[src/sv/nv21_pkg.sv]
// ----------------------------------------------------------------------------
// nv21_pkg
// shared types, constants and helpers of the nv21 to rgba converter
// ----------------------------------------------------------------------------
package nv21_pkg;

    // frame size defaults
    localparam int MAX_WIDTH_DEF  = 4096;
    localparam int MAX_HEIGHT_DEF = 4096;

    // field widths
    localparam int SAMPLE_W   = 8;
    localparam int COORD_W    = 12;
    localparam int CFG_SIZE_W = 13;
    localparam int APB_ADDR_W = 4;
    localparam int APB_DATA_W = 32;

    // lanes, one per luma sample of a 2x2 block
    localparam int LANES     = 4;
    localparam int PIX_IDX_W = $clog2(LANES);
    localparam logic [PIX_IDX_W-1:0] LAST_PIX = PIX_IDX_W'(LANES - 1);

    // bt.601 video range coefficients, 16-bit fraction
    localparam int COEF_W = 19;
    localparam int PROD_W = 28;
    localparam int FRAC_W = 16;
    localparam logic signed [COEF_W-1:0] K_Y  = 19'sd76309;
    localparam logic signed [COEF_W-1:0] K_RV = 19'sd104597;
    localparam logic signed [COEF_W-1:0] K_GU = 19'sd25675;
    localparam logic signed [COEF_W-1:0] K_GV = 19'sd53279;
    localparam logic signed [COEF_W-1:0] K_BU = 19'sd132201;
    localparam logic signed [SAMPLE_W:0] Y_OFS = 9'sd16;
    localparam logic [SAMPLE_W-1:0] C_FLIP = 8'h80;
    localparam logic [SAMPLE_W-1:0] PIX_MAX = 8'd255;

    // register reset values
    localparam logic [CFG_SIZE_W-1:0] WIDTH_RST  = 13'd640;
    localparam logic [CFG_SIZE_W-1:0] HEIGHT_RST = 13'd480;

    // register map, index = byte address / 4
    typedef enum logic [1:0] {
        REG_FRAME_WIDTH  = 2'd0,
        REG_FRAME_HEIGHT = 2'd1,
        REG_MIRROR       = 2'd2
    } reg_idx_t;

    typedef struct packed {
        logic [SAMPLE_W-1:0] luma_top_left;
        logic [SAMPLE_W-1:0] luma_top_right;
        logic [SAMPLE_W-1:0] luma_bottom_left;
        logic [SAMPLE_W-1:0] luma_bottom_right;
        logic [SAMPLE_W-1:0] chroma_v;
        logic [SAMPLE_W-1:0] chroma_u;
    } blk_item_t;

    typedef struct packed {
        logic [COORD_W-1:0]  pixel_col;
        logic [COORD_W-1:0]  pixel_row;
        logic [SAMPLE_W-1:0] red;
        logic [SAMPLE_W-1:0] green;
        logic [SAMPLE_W-1:0] blue;
        logic                block_last;
        logic                frame_last;
    } pixel_item_t;

    typedef struct packed {
        logic signed [PROD_W-1:0] cr_r;
        logic signed [PROD_W-1:0] g_u;
        logic signed [PROD_W-1:0] g_v;
        logic signed [PROD_W-1:0] cb_b;
    } chroma_terms_t;

    typedef struct packed {
        logic [SAMPLE_W-1:0] red;
        logic [SAMPLE_W-1:0] green;
        logic [SAMPLE_W-1:0] blue;
    } rgb_t;

    typedef struct packed {
        logic [COORD_W-1:0] col_left;
        logic [COORD_W-1:0] col_right;
        logic [COORD_W-1:0] row_top;
        logic [COORD_W-1:0] row_bot;
        logic               frame_last;
    } coord_t;

    typedef struct packed {
        rgb_t [LANES-1:0] lane_rgb;
        coord_t           coord;
    } block_t;

    // lane pipeline loads
    typedef struct packed {
        logic mul;
        logic sum;
    } stage_en_t;

    // floor shift by the fraction, then clamp to 0..255
    function automatic logic [SAMPLE_W-1:0] clamp_px(input logic signed [PROD_W-1:0] s);
        logic [SAMPLE_W-1:0] res;
        if (s[PROD_W-1])
        begin
            res = '0;
        end
        else if (|s[PROD_W-2:FRAC_W+SAMPLE_W])
        begin
            res = PIX_MAX;
        end
        else
        begin
            res = s[FRAC_W+SAMPLE_W-1:FRAC_W];
        end
        return res;
    endfunction

endpackage

[src/sv/nv21_chroma.sv]
// ----------------------------------------------------------------------------
// nv21_chroma
// shared chroma products of one block, registered
// ----------------------------------------------------------------------------
module nv21_chroma
    import nv21_pkg::*;
(
    input  logic                clk,
    input  logic                load,
    input  logic [SAMPLE_W-1:0] chroma_v,
    input  logic [SAMPLE_W-1:0] chroma_u,
    output chroma_terms_t       terms
);

    logic signed [SAMPLE_W-1:0] v_s;
    logic signed [SAMPLE_W-1:0] u_s;
    chroma_terms_t              terms_next;
    chroma_terms_t              terms_reg;

    // sample - 128 is the sample with its top bit flipped, read as signed
    assign v_s = $signed(chroma_v ^ C_FLIP);
    assign u_s = $signed(chroma_u ^ C_FLIP);

    always_comb
    begin
        terms_next.cr_r = PROD_W'(v_s) * PROD_W'(K_RV);
        terms_next.g_u  = PROD_W'(u_s) * PROD_W'(K_GU);
        terms_next.g_v  = PROD_W'(v_s) * PROD_W'(K_GV);
        terms_next.cb_b = PROD_W'(u_s) * PROD_W'(K_BU);
    end

    always_ff @(posedge clk)
    begin
        if (load)
        begin
            terms_reg <= terms_next;
        end
    end

    assign terms = terms_reg;

endmodule

[src/sv/nv21_lane.sv]
// ----------------------------------------------------------------------------
// nv21_lane
// one pixel lane: luma product, then color sums and clamp
// ----------------------------------------------------------------------------
module nv21_lane
    import nv21_pkg::*;
(
    input  logic                clk,
    input  stage_en_t           en,
    input  logic [SAMPLE_W-1:0] luma,
    input  chroma_terms_t       chroma,
    output rgb_t                rgb
);

    logic signed [SAMPLE_W:0]   y_diff;
    logic signed [PROD_W-1:0]   y_prod_next;
    logic signed [PROD_W-1:0]   y_prod_reg;
    logic signed [PROD_W-1:0]   r_sum;
    logic signed [PROD_W-1:0]   g_sum;
    logic signed [PROD_W-1:0]   b_sum;
    rgb_t                       rgb_next;
    rgb_t                       rgb_reg;

    assign y_diff      = $signed({1'b0, luma}) - Y_OFS;
    assign y_prod_next = PROD_W'(y_diff) * PROD_W'(K_Y);

    assign r_sum = y_prod_reg + chroma.cr_r;
    assign g_sum = y_prod_reg - chroma.g_u - chroma.g_v;
    assign b_sum = y_prod_reg + chroma.cb_b;

    always_comb
    begin
        rgb_next.red   = clamp_px(r_sum);
        rgb_next.green = clamp_px(g_sum);
        rgb_next.blue  = clamp_px(b_sum);
    end

    always_ff @(posedge clk)
    begin
        if (en.mul)
        begin
            y_prod_reg <= y_prod_next;
        end
        if (en.sum)
        begin
            rgb_reg <= rgb_next;
        end
    end

    assign rgb = rgb_reg;

endmodule

[src/sv/nv21_serial.sv]
// ----------------------------------------------------------------------------
// nv21_serial
// merges the four lane results into a stream of pixels, one per cycle while pixel_stall is low
// ----------------------------------------------------------------------------
module nv21_serial
    import nv21_pkg::*;
(
    input  logic        clk,
    input  logic        rst_n,
    input  logic        blk_in_valid,
    output logic        blk_in_ready,
    input  block_t      blk_in,
    output logic        pixel_valid,
    input  logic        pixel_stall,
    output pixel_item_t pixel_data
);

    block_t                 blk_reg;
    logic                   blk_valid_reg;
    logic                   blk_valid_next;
    logic [PIX_IDX_W-1:0]   idx_reg;
    logic [PIX_IDX_W-1:0]   idx_next;
    pixel_item_t            out_reg;
    pixel_item_t            out_next;
    logic                   out_valid_reg;
    logic                   out_valid_next;
    logic                   out_load;
    logic                   take;
    logic                   last_pix;

    assign out_load     = blk_valid_reg && (!out_valid_reg || !pixel_stall);
    assign last_pix     = (idx_reg == LAST_PIX);
    assign blk_in_ready = !blk_valid_reg || (last_pix && out_load);
    assign take         = blk_in_valid && blk_in_ready;

    // order: top-left, bottom-left, top-right, bottom-right
    always_comb
    begin
        out_next.pixel_col  = idx_reg[1] ? blk_reg.coord.col_right : blk_reg.coord.col_left;
        out_next.pixel_row  = idx_reg[0] ? blk_reg.coord.row_bot : blk_reg.coord.row_top;
        out_next.red        = blk_reg.lane_rgb[idx_reg].red;
        out_next.green      = blk_reg.lane_rgb[idx_reg].green;
        out_next.blue       = blk_reg.lane_rgb[idx_reg].blue;
        out_next.block_last = last_pix;
        out_next.frame_last = last_pix && blk_reg.coord.frame_last;
    end

    always_comb
    begin
        blk_valid_next = blk_valid_reg;
        idx_next       = idx_reg;
        out_valid_next = out_valid_reg;
        if (out_load)
        begin
            out_valid_next = 1'b1;
            idx_next       = idx_reg + 1'b1;
            if (last_pix)
            begin
                blk_valid_next = 1'b0;
            end
        end
        else if (!pixel_stall)
        begin
            out_valid_next = 1'b0;
        end
        if (take)
        begin
            blk_valid_next = 1'b1;
            idx_next       = '0;
        end
    end

    always_ff @(posedge clk or negedge rst_n)
    begin
        if (!rst_n)
        begin
            blk_valid_reg <= 1'b0;
            idx_reg       <= '0;
            out_valid_reg <= 1'b0;
        end
        else
        begin
            blk_valid_reg <= blk_valid_next;
            idx_reg       <= idx_next;
            out_valid_reg <= out_valid_next;
        end
    end

    always_ff @(posedge clk)
    begin
        if (take)
        begin
            blk_reg <= blk_in;
        end
        if (out_load)
        begin
            out_reg <= out_next;
        end
    end

    assign pixel_valid = out_valid_reg;
    assign pixel_data  = out_reg;

endmodule

[src/sv/nv21_to_rgba_converter.sv]
// ----------------------------------------------------------------------------
// nv21_to_rgba_converter
// nv21 2x2 block to bt.601 rgb pixel converter with optional mirroring
// ----------------------------------------------------------------------------
// usage:
//  - block channel (blk_valid / blk_stall / blk_data): one transaction per
//    2x2 luma block with its shared v and u samples, in raster block order
//  - pixel channel (pixel_valid / pixel_stall / pixel_data): four pixel
//    transactions per block: top-left, bottom-left, top-right, bottom-right,
//    each with its destination column and row
//  - apb port sets frame_width (0x0), frame_height (0x4), mirror_enable (0x8);
//    write only while the block is idle
//  - path: a block passes the product registers, the sum and clamp
//    registers, the block register of the output stage and then its pixel
//    output register
//  - throughput: set by the output stage that sends the four lane results
//    one pixel per cycle while pixel_stall is low; a new block is taken
//    while the previous one is still being sent
//  - the four lanes compute one pixel each in two registered steps
//    (multiply, then sum and clamp)
//  - reset clears the pipeline, the block column and row pair counters and
//    loads 640x480 without mirroring
//  - a pixel stall holds the output register; the pipeline fills behind it
//    and then blk_stall rises
// ----------------------------------------------------------------------------
module nv21_to_rgba_converter
    import nv21_pkg::*;
#(
    parameter int MAX_WIDTH  = MAX_WIDTH_DEF,
    parameter int MAX_HEIGHT = MAX_HEIGHT_DEF
)
(
    input  logic                  clk,
    input  logic                  rst_n,
    // block channel
    input  logic                  blk_valid,
    output logic                  blk_stall,
    input  blk_item_t             blk_data,
    // pixel channel
    output logic                  pixel_valid,
    input  logic                  pixel_stall,
    output pixel_item_t           pixel_data,
    // configuration
    input  logic                  psel,
    input  logic                  penable,
    input  logic                  pwrite,
    input  logic [APB_ADDR_W-1:0] paddr,
    input  logic [APB_DATA_W-1:0] pwdata,
    output logic [APB_DATA_W-1:0] prdata,
    output logic                  pready
);

    // size arithmetic width: holds the register value and the maximum size
    localparam int WSW = ($clog2(MAX_WIDTH + 1) > CFG_SIZE_W) ?
                         $clog2(MAX_WIDTH + 1) : CFG_SIZE_W;
    localparam int HSW = ($clog2(MAX_HEIGHT + 1) > CFG_SIZE_W) ?
                         $clog2(MAX_HEIGHT + 1) : CFG_SIZE_W;
    // counter widths: block index below MAX/2
    localparam int BCW = (MAX_WIDTH > 2) ? $clog2(MAX_WIDTH / 2) : 1;
    localparam int RPW = (MAX_HEIGHT > 2) ? $clog2(MAX_HEIGHT / 2) : 1;

    // ---------------- configuration registers ----------------
    logic [CFG_SIZE_W-1:0] frame_width_reg;
    logic [CFG_SIZE_W-1:0] frame_height_reg;
    logic                  mirror_enable_reg;
    logic                  cfg_write;
    reg_idx_t              cfg_idx;

    assign pready    = 1'b1;
    assign cfg_write = psel && penable && pwrite && pready;
    assign cfg_idx   = reg_idx_t'(paddr[3:2]);

    always_ff @(posedge clk or negedge rst_n)
    begin
        if (!rst_n)
        begin
            frame_width_reg   <= WIDTH_RST;
            frame_height_reg  <= HEIGHT_RST;
            mirror_enable_reg <= 1'b0;
        end
        else if (cfg_write)
        begin
            unique case (cfg_idx)
                REG_FRAME_WIDTH:  frame_width_reg   <= pwdata[CFG_SIZE_W-1:0];
                REG_FRAME_HEIGHT: frame_height_reg  <= pwdata[CFG_SIZE_W-1:0];
                REG_MIRROR:       mirror_enable_reg <= pwdata[0];
                default:          ;
            endcase
        end
    end

    always_comb
    begin
        unique case (cfg_idx)
            REG_FRAME_WIDTH:  prdata = APB_DATA_W'(frame_width_reg);
            REG_FRAME_HEIGHT: prdata = APB_DATA_W'(frame_height_reg);
            REG_MIRROR:       prdata = APB_DATA_W'(mirror_enable_reg);
            default:          prdata = '0;
        endcase
    end

    // ---------------- pipeline flow control ----------------
    logic s1_valid_reg;
    logic s2_valid_reg;
    logic ser_ready;
    logic adv1;
    logic adv2;
    logic accept;

    // a stage moves on when it is empty or its successor takes its content
    assign adv2      = !s2_valid_reg || ser_ready;
    assign adv1      = !s1_valid_reg || adv2;
    assign blk_stall = !adv1;
    assign accept    = blk_valid && !blk_stall;

    always_ff @(posedge clk or negedge rst_n)
    begin
        if (!rst_n)
        begin
            s1_valid_reg <= 1'b0;
            s2_valid_reg <= 1'b0;
        end
        else
        begin
            if (adv1)
            begin
                s1_valid_reg <= blk_valid;
            end
            if (adv2)
            begin
                s2_valid_reg <= s1_valid_reg;
            end
        end
    end

    // ---------------- block position ----------------
    logic [BCW-1:0]  block_column_reg;
    logic [BCW-1:0]  block_column_next;
    logic [RPW-1:0]  row_pair_reg;
    logic [RPW-1:0]  row_pair_next;
    logic [WSW-1:0]  width_even;
    logic [WSW-1:0]  eff_width;
    logic [HSW-1:0]  height_even;
    logic [HSW-1:0]  eff_height;
    logic [WSW-1:0]  blocks;
    logic [HSW-1:0]  pairs;
    logic [WSW-1:0]  bc_cur;
    logic [HSW-1:0]  rp_cur;
    logic            bc_last;
    logic            rp_last;
    logic [WSW-1:0]  col_l;
    logic [WSW-1:0]  col_r;
    logic [HSW-1:0]  row_t;
    coord_t          coord_next;
    coord_t          coord_s1_reg;
    coord_t          coord_s2_reg;

    // effective size: even, at least 2, at most the maximum
    always_comb
    begin
        width_even  = WSW'({frame_width_reg[CFG_SIZE_W-1:1], 1'b0});
        height_even = HSW'({frame_height_reg[CFG_SIZE_W-1:1], 1'b0});
        if (width_even < WSW'(2))
        begin
            eff_width = WSW'(2);
        end
        else if (width_even > WSW'(MAX_WIDTH))
        begin
            eff_width = WSW'(MAX_WIDTH);
        end
        else
        begin
            eff_width = width_even;
        end
        if (height_even < HSW'(2))
        begin
            eff_height = HSW'(2);
        end
        else if (height_even > HSW'(MAX_HEIGHT))
        begin
            eff_height = HSW'(MAX_HEIGHT);
        end
        else
        begin
            eff_height = height_even;
        end
    end

    assign blocks = eff_width >> 1;
    assign pairs  = eff_height >> 1;

    // a counter left outside a shrunk frame restarts at zero
    assign bc_cur  = (WSW'(block_column_reg) >= blocks) ? '0 : WSW'(block_column_reg);
    assign rp_cur  = (HSW'(row_pair_reg) >= pairs) ? '0 : HSW'(row_pair_reg);
    assign bc_last = (bc_cur == blocks - WSW'(1));
    assign rp_last = (rp_cur == pairs - HSW'(1));

    always_comb
    begin
        if (bc_last)
        begin
            block_column_next = '0;
            row_pair_next     = rp_last ? '0 : RPW'(rp_cur + HSW'(1));
        end
        else
        begin
            block_column_next = BCW'(bc_cur + WSW'(1));
            row_pair_next     = RPW'(rp_cur);
        end
    end

    always_ff @(posedge clk or negedge rst_n)
    begin
        if (!rst_n)
        begin
            block_column_reg <= '0;
            row_pair_reg     <= '0;
        end
        else if (accept)
        begin
            block_column_reg <= block_column_next;
            row_pair_reg     <= row_pair_next;
        end
    end

    // destination coordinates, mirrored as c -> width - 1 - c
    always_comb
    begin
        col_l = mirror_enable_reg ? (eff_width - WSW'(1) - (bc_cur << 1))
                                  : (bc_cur << 1);
        col_r = mirror_enable_reg ? (eff_width - WSW'(2) - (bc_cur << 1))
                                  : ((bc_cur << 1) | WSW'(1));
        row_t = rp_cur << 1;
        coord_next.col_left   = col_l[COORD_W-1:0];
        coord_next.col_right  = col_r[COORD_W-1:0];
        coord_next.row_top    = row_t[COORD_W-1:0];
        coord_next.row_bot    = row_t[COORD_W-1:0] | COORD_W'(1);
        coord_next.frame_last = bc_last && rp_last;
    end

    always_ff @(posedge clk)
    begin
        if (accept)
        begin
            coord_s1_reg <= coord_next;
        end
        if (adv2 && s1_valid_reg)
        begin
            coord_s2_reg <= coord_s1_reg;
        end
    end

    // ---------------- color lanes ----------------
    stage_en_t           lane_en;
    chroma_terms_t       chroma_terms;
    logic [SAMPLE_W-1:0] lane_luma [LANES];
    rgb_t                lane_rgb [LANES];
    block_t              blk_merge;

    assign lane_en.mul = accept;
    assign lane_en.sum = adv2 && s1_valid_reg;

    // lane order follows pixel order
    assign lane_luma[0] = blk_data.luma_top_left;
    assign lane_luma[1] = blk_data.luma_bottom_left;
    assign lane_luma[2] = blk_data.luma_top_right;
    assign lane_luma[3] = blk_data.luma_bottom_right;

    nv21_chroma u_chroma (
        .clk      (clk),
        .load     (accept),
        .chroma_v (blk_data.chroma_v),
        .chroma_u (blk_data.chroma_u),
        .terms    (chroma_terms)
    );

    for (genvar i = 0; i < LANES; i++)
    begin : g_lane
        nv21_lane u_lane (
            .clk    (clk),
            .en     (lane_en),
            .luma   (lane_luma[i]),
            .chroma (chroma_terms),
            .rgb    (lane_rgb[i])
        );
    end

    // merge the lane results with the block position
    always_comb
    begin
        for (int k = 0; k < LANES; k++)
        begin
            blk_merge.lane_rgb[k] = lane_rgb[k];
        end
        blk_merge.coord = coord_s2_reg;
    end

    // ---------------- pixel output ----------------
    nv21_serial u_serial (
        .clk          (clk),
        .rst_n        (rst_n),
        .blk_in_valid (s2_valid_reg),
        .blk_in_ready (ser_ready),
        .blk_in       (blk_merge),
        .pixel_valid  (pixel_valid),
        .pixel_stall  (pixel_stall),
        .pixel_data   (pixel_data)
    );

    // ---------------- assertions ----------------
    // frame end only on a block end
    a_frame_on_block: assert property (@(posedge clk) disable iff (!rst_n)
        pixel_valid |-> (!pixel_data.frame_last || pixel_data.block_last))
        else $error("frame_last without block_last");

    // the fourth pixel lies on the odd row of its pair
    a_last_row_odd: assert property (@(posedge clk) disable iff (!rst_n)
        (pixel_valid && pixel_data.block_last) |-> pixel_data.pixel_row[0])
        else $error("block end on an even row");

    // an accepted block occupies the first stage
    a_accept_fills: assert property (@(posedge clk) disable iff (!rst_n)
        accept |=> s1_valid_reg)
        else $error("accepted block lost");

    // the block side is only held off by full pipeline stages
    a_stall_full: assert property (@(posedge clk) disable iff (!rst_n)
        blk_stall |-> (s1_valid_reg && s2_valid_reg))
        else $error("stall with room in the pipeline");

endmodule
[config.mk]
export PLATFORM = sky130hd
export DESIGN_NAME = nv21_to_rgba_converter
export DESIGN_NICKNAME = d
export VERILOG_FILES = /design/src/sv/nv21_pkg.sv /design/src/sv/nv21_chroma.sv /design/src/sv/nv21_lane.sv /design/src/sv/nv21_serial.sv /design/src/sv/nv21_to_rgba_converter.sv
export SDC_FILE = /design/constraint.sdc
export NUM_CORES = 2
export LEC_CHECK = 0
export BUFFER_PORTS_ARGS = -buffer_cell sky130_fd_sc_hd__buf_2
export CORE_MARGIN = 8
export CORE_UTILIZATION = 58
export CTS_CLUSTER_SIZE = 12
export DETAILED_ROUTE_END_ITERATION = 16
export GPL_ROUTABILITY_DRIVEN = 0
export PLACE_DENSITY = 0.79
export SYNTH_ARGS = -nofsm -noshare
export SYNTH_HDL_FRONTEND = slang
export SYNTH_SLANG_ARGS = --single-unit
[constraint.sdc]
create_clock -name clk -period 9.39 [get_ports clk]
set_clock_uncertainty 0.05 [all_clocks]
set_input_delay 0.939 -clock clk [delete_from_list [all_inputs] [get_ports clk]]
set_output_delay 0.939 -clock clk [all_outputs]
set_load 0.02 [all_outputs]
==> qor.yml <==
finalSetupViolations: 0
numCtsBuffers: 68
largest_vdd_supply_drop_mv: 0.188
synth_ff_type: "sky130_fd_sc_hd__edfxtp_1"
clkTransAtPathRegs_ns: 0.06
synth-seq-cells: 610
max-clock-path-buffers: 3
placed_cells_incl_taps: 5802
cts-root-buf: "sky130_fd_sc_hd__clkbuf_16"
io-pin-count: 176
synth.cell_area_um2: 51300
synth.distinct_cells: 98
postRouteAntennaNets: 0
critical_path.max_stage_delay_ns: 0.64
crit_path_dat_ns: 7.02
final_net_count: 5990
die-area_um2: 98200
worst_skew_pair.late_latency_ns: 0.62
drt_first_pass_iters: 8
yosysWarningCount: 0
chipHeight_um: 313
largest_reg_flops: 131
hold_viol: 0
slew_margin_rel: 0.205
fp.coreArea_um2: 88000
non_filler_instance_count_after_layout: 5919
finalWorstPathRequiredPeriod_ns: 6.72
timing_worst_slew_pin_value_ns: 1.19
critical_path_type: "flop to flop"
cts_hold_repair.buffers: 0
antenna_violations_before_repair: 7
syn-mean-instance-area_um2: 11.3
globalRouteOverflowTotal: 0
timing.final.crit_share: 0.716
synth.yosys.seq_area_share: 0.352
startpoint_type_of_the_worst_setup_path: "flop"
crit_required_ns: 9.69
cts_tree: "yes"
synthToLayoutAreaGrowth_pct: 8.03
clock_sinks: 610
via_count_of_the_first_global_routing_pass: 35400
tns_ns: 0
synth_cells: 4546
detailedPlacementHpwl_um: 100000
die_width_um: 313
grt_first_pass_wirelength_um: 193000
synthArstFlopShare: 0.0902
vias: 35500
critical-path-slowest-cell: "sky130_fd_sc_hd__or4_1"
finalMaxSlewViolations: 0
start_util: 0.583
drt_wl_total_um: 123000
io_buffer_count: 134
proportion_of_layout_cells_with_a_drive_suffix_above_1: 0.0772
worstSetupEndpointType: "flop"
maxCapViolCount: 0
viasPerCell: 6.00
detailedRoute.firstIterationViolations: 2900
p_leak_nw: 24.9
globalRouteTotalUtil: 0.247
drt_drc_violations_left: 0
nFillCells: 6797
grt_max_degree: 133
rows: 109
highest_clock_rate_mhz: 149
ctsResizeCount: 0
ctsHtreeMaxLevel: 3
powerDensity_nw_per_um2: 277
critPathMaxFanout: 15
rsz0062_at_grt: "no"
run_status: "completed"
cts_post_setup_buffers_inserted: 0
synth_edf_count: 555
worstHoldPathType: "flop to flop"
route.detailed.wl_per_inst_um: 20.7
==> final timing paths <==
check | from | end | slack (ns) | cells after the start
worst max register to register | frame_width_reg[8]$_DFFE_PN0P_ | coord_s1_reg[36]$_DFFE_PP_ | 2.67 | 26
min in group asynchronous | rst_n | frame_height_reg[1]$_DFFE_PN0P_ | 0.43 | 2
worst min-delay path | g_lane[3].u_lane.rgb[16]$_SDFFCE_PP0P_ | u_serial.blk_reg[137]$_DFFE_PP_ | 0.35 | 0
worst min register to register | g_lane[3].u_lane.rgb[16]$_SDFFCE_PP0P_ | u_serial.blk_reg[137]$_DFFE_PP_ | 0.35 | 0
worst max-delay path | frame_width_reg[8]$_DFFE_PN0P_ | coord_s1_reg[36]$_DFFE_PP_ | 2.67 | 26
max in group asynchronous | rst_n | u_serial.idx_reg[0]$_DFFE_PN0P_ | 8.30 | 2
==> stage by stage <==
step / hold slack [ns] / util / worst slack, ns / power, mW / cell area (um^2)
6_report: 0.350 / 0.630 / 2.67 / 15.4 / 55400
5_1_grt: 0.353 / 0.630 / 2.16 / 16.4 / 55400
4_1_cts: 0.346 / 0.630 / 2.75 / 15.3 / 55400
3_5_place_dp: 0.355 / 0.605 / 2.27 / 12.5 / 53200
3_3_place_gp: 0.351 / 0.605 / 2.42 / 12.3 / 53200
2_1_floorplan: 0.350 / - / 1.72 / 10.3 / 51400
==> critical path, delay by kind of cell (launching register included) <==
kind | cells | cell delay, ns
simple gates | 9 | 2.08
xor+xnor | 2 | 0.34
compound gates | 10 | 2.52
flops | 1 | 0.51
fa+ha+maj | 3 | 0.74
buf+inv | 2 | 0.21
==> area by class of cell <==
cell class              instances  area, um^2  area share
inverters                     544        2050      0.0370
well taps                    1165        1460      0.0263
flip-flops and latches        610       18100       0.326
clock buffers                  86        1790      0.0323
repair buffers                143         738      0.0133
diodes                          1        2.50   0.0000451
multi-input cells            3340       30900       0.558
clock inverters                30         415     0.00749
==> report_power, final <==
group / internal (mW) / switching (mW) / total (mW)
logic: 3.38 / 4.86 / 8.24
registers: 3.95 / 0.519 / 4.47
clock network: 1.56 / 1.08 / 2.64
==> cells by family (layout without fill, tap and decap cells) <==
group	count (synthesis)	after routing	share of synthesized area
xor+xnor	260	260	0.0445
other cells	2	21	0.000146
flops	610	610	0.352
simple gates	934	934	0.0906
buf+inv	614	803	0.0471
fa+ha+maj	1192	1192	0.331
compound gates	853	853	0.113
mux	81	81	0.0226
==> routing by layer <==
layer / vias to the layer above / routed length, um / track usage
met3: 323 / 7940 / 0.0333
met5: - / 13 / 0
met4: 2 / 6350 / 0.112
met1: 17200 / 51800 / 0.326
li1: 16700 / - / -
met2: 1287 / 56400 / 0.407
==> cell usage after synthesis (8+ instances only) <==
cell type	count	area, um^2
sky130_fd_sc_hd__a21boi_0	12	90.1
sky130_fd_sc_hd__nor2b_1	49	307
sky130_fd_sc_hd__o211ai_1	18	135
sky130_fd_sc_hd__nor3_1	94	470
sky130_fd_sc_hd__a31o_2	8	70.1
sky130_fd_sc_hd__o21a_1	115	863
sky130_fd_sc_hd__a211o_1	10	87.6
sky130_fd_sc_hd__a2111oi_0	16	140
sky130_fd_sc_hd__or3_1	28	175
sky130_fd_sc_hd__a211oi_1	40	300
sky130_fd_sc_hd__nand4_1	26	163
sky130_fd_sc_hd__xor2_1	79	692
sky130_fd_sc_hd__mux2i_1	20	200
sky130_fd_sc_hd__a21o_1	79	593
sky130_fd_sc_hd__nor2_1	253	950
sky130_fd_sc_hd__o31ai_1	11	82.6
sky130_fd_sc_hd__ha_1	918	11500
sky130_fd_sc_hd__nand3_1	75	375
sky130_fd_sc_hd__clkbuf_1	33	124
sky130_fd_sc_hd__nand2b_1	31	194
sky130_fd_sc_hd__and3_1	31	194
sky130_fd_sc_hd__mux2_2	37	417
sky130_fd_sc_hd__or4_1	10	75.1
sky130_fd_sc_hd__nor4_1	19	119
sky130_fd_sc_hd__o21ai_0	140	701
sky130_fd_sc_hd__xnor2_1	180	1580
sky130_fd_sc_hd__fa_1	274	5490
sky130_fd_sc_hd__or2_2	20	125
sky130_fd_sc_hd__buf_4	21	158
sky130_fd_sc_hd__o22ai_1	11	68.8
sky130_fd_sc_hd__a31oi_1	28	175
sky130_fd_sc_hd__edfxtp_1	555	16700
sky130_fd_sc_hd__mux4_2	24	541
sky130_fd_sc_hd__and2_1	23	144
sky130_fd_sc_hd__inv_1	543	2040
sky130_fd_sc_hd__nand2_1	219	822
sky130_fd_sc_hd__o2111ai_1	12	105
sky130_fd_sc_hd__a21oi_1	209	1050
sky130_fd_sc_hd__o21bai_1	32	240
sky130_fd_sc_hd__nor4b_1	8	70.1
sky130_fd_sc_hd__dfrtp_1	49	1230
==> cell usage in the layout, fill, tap and decap left out, types with 31 or more instances in the layout <==
cell type                   netlist  final
sky130_fd_sc_hd__ha_1           918    918
sky130_fd_sc_hd__edfxtp_1       555    555
sky130_fd_sc_hd__inv_1          543    541
sky130_fd_sc_hd__fa_1           274    274
sky130_fd_sc_hd__nor2_1         253    253
sky130_fd_sc_hd__nand2_1        219    219
sky130_fd_sc_hd__a21oi_1        209    209
sky130_fd_sc_hd__xnor2_1        180    180
sky130_fd_sc_hd__o21ai_0        140    140
sky130_fd_sc_hd__buf_2            7    134
sky130_fd_sc_hd__o21a_1         115    115
sky130_fd_sc_hd__nor3_1          94     94
sky130_fd_sc_hd__a21o_1          79     79
sky130_fd_sc_hd__xor2_1          79     79
sky130_fd_sc_hd__nand3_1         75     75
sky130_fd_sc_hd__clkbuf_16        0     68
sky130_fd_sc_hd__nor2b_1         49     48
sky130_fd_sc_hd__dfrtp_1         49     48
sky130_fd_sc_hd__a211oi_1        40     40
sky130_fd_sc_hd__mux2_2          37     37
sky130_fd_sc_hd__o21bai_1        32     32
sky130_fd_sc_hd__and3_1          31     31
sky130_fd_sc_hd__nand2b_1        31     31
No activity file was read; power rests on OpenSTA's default activity.
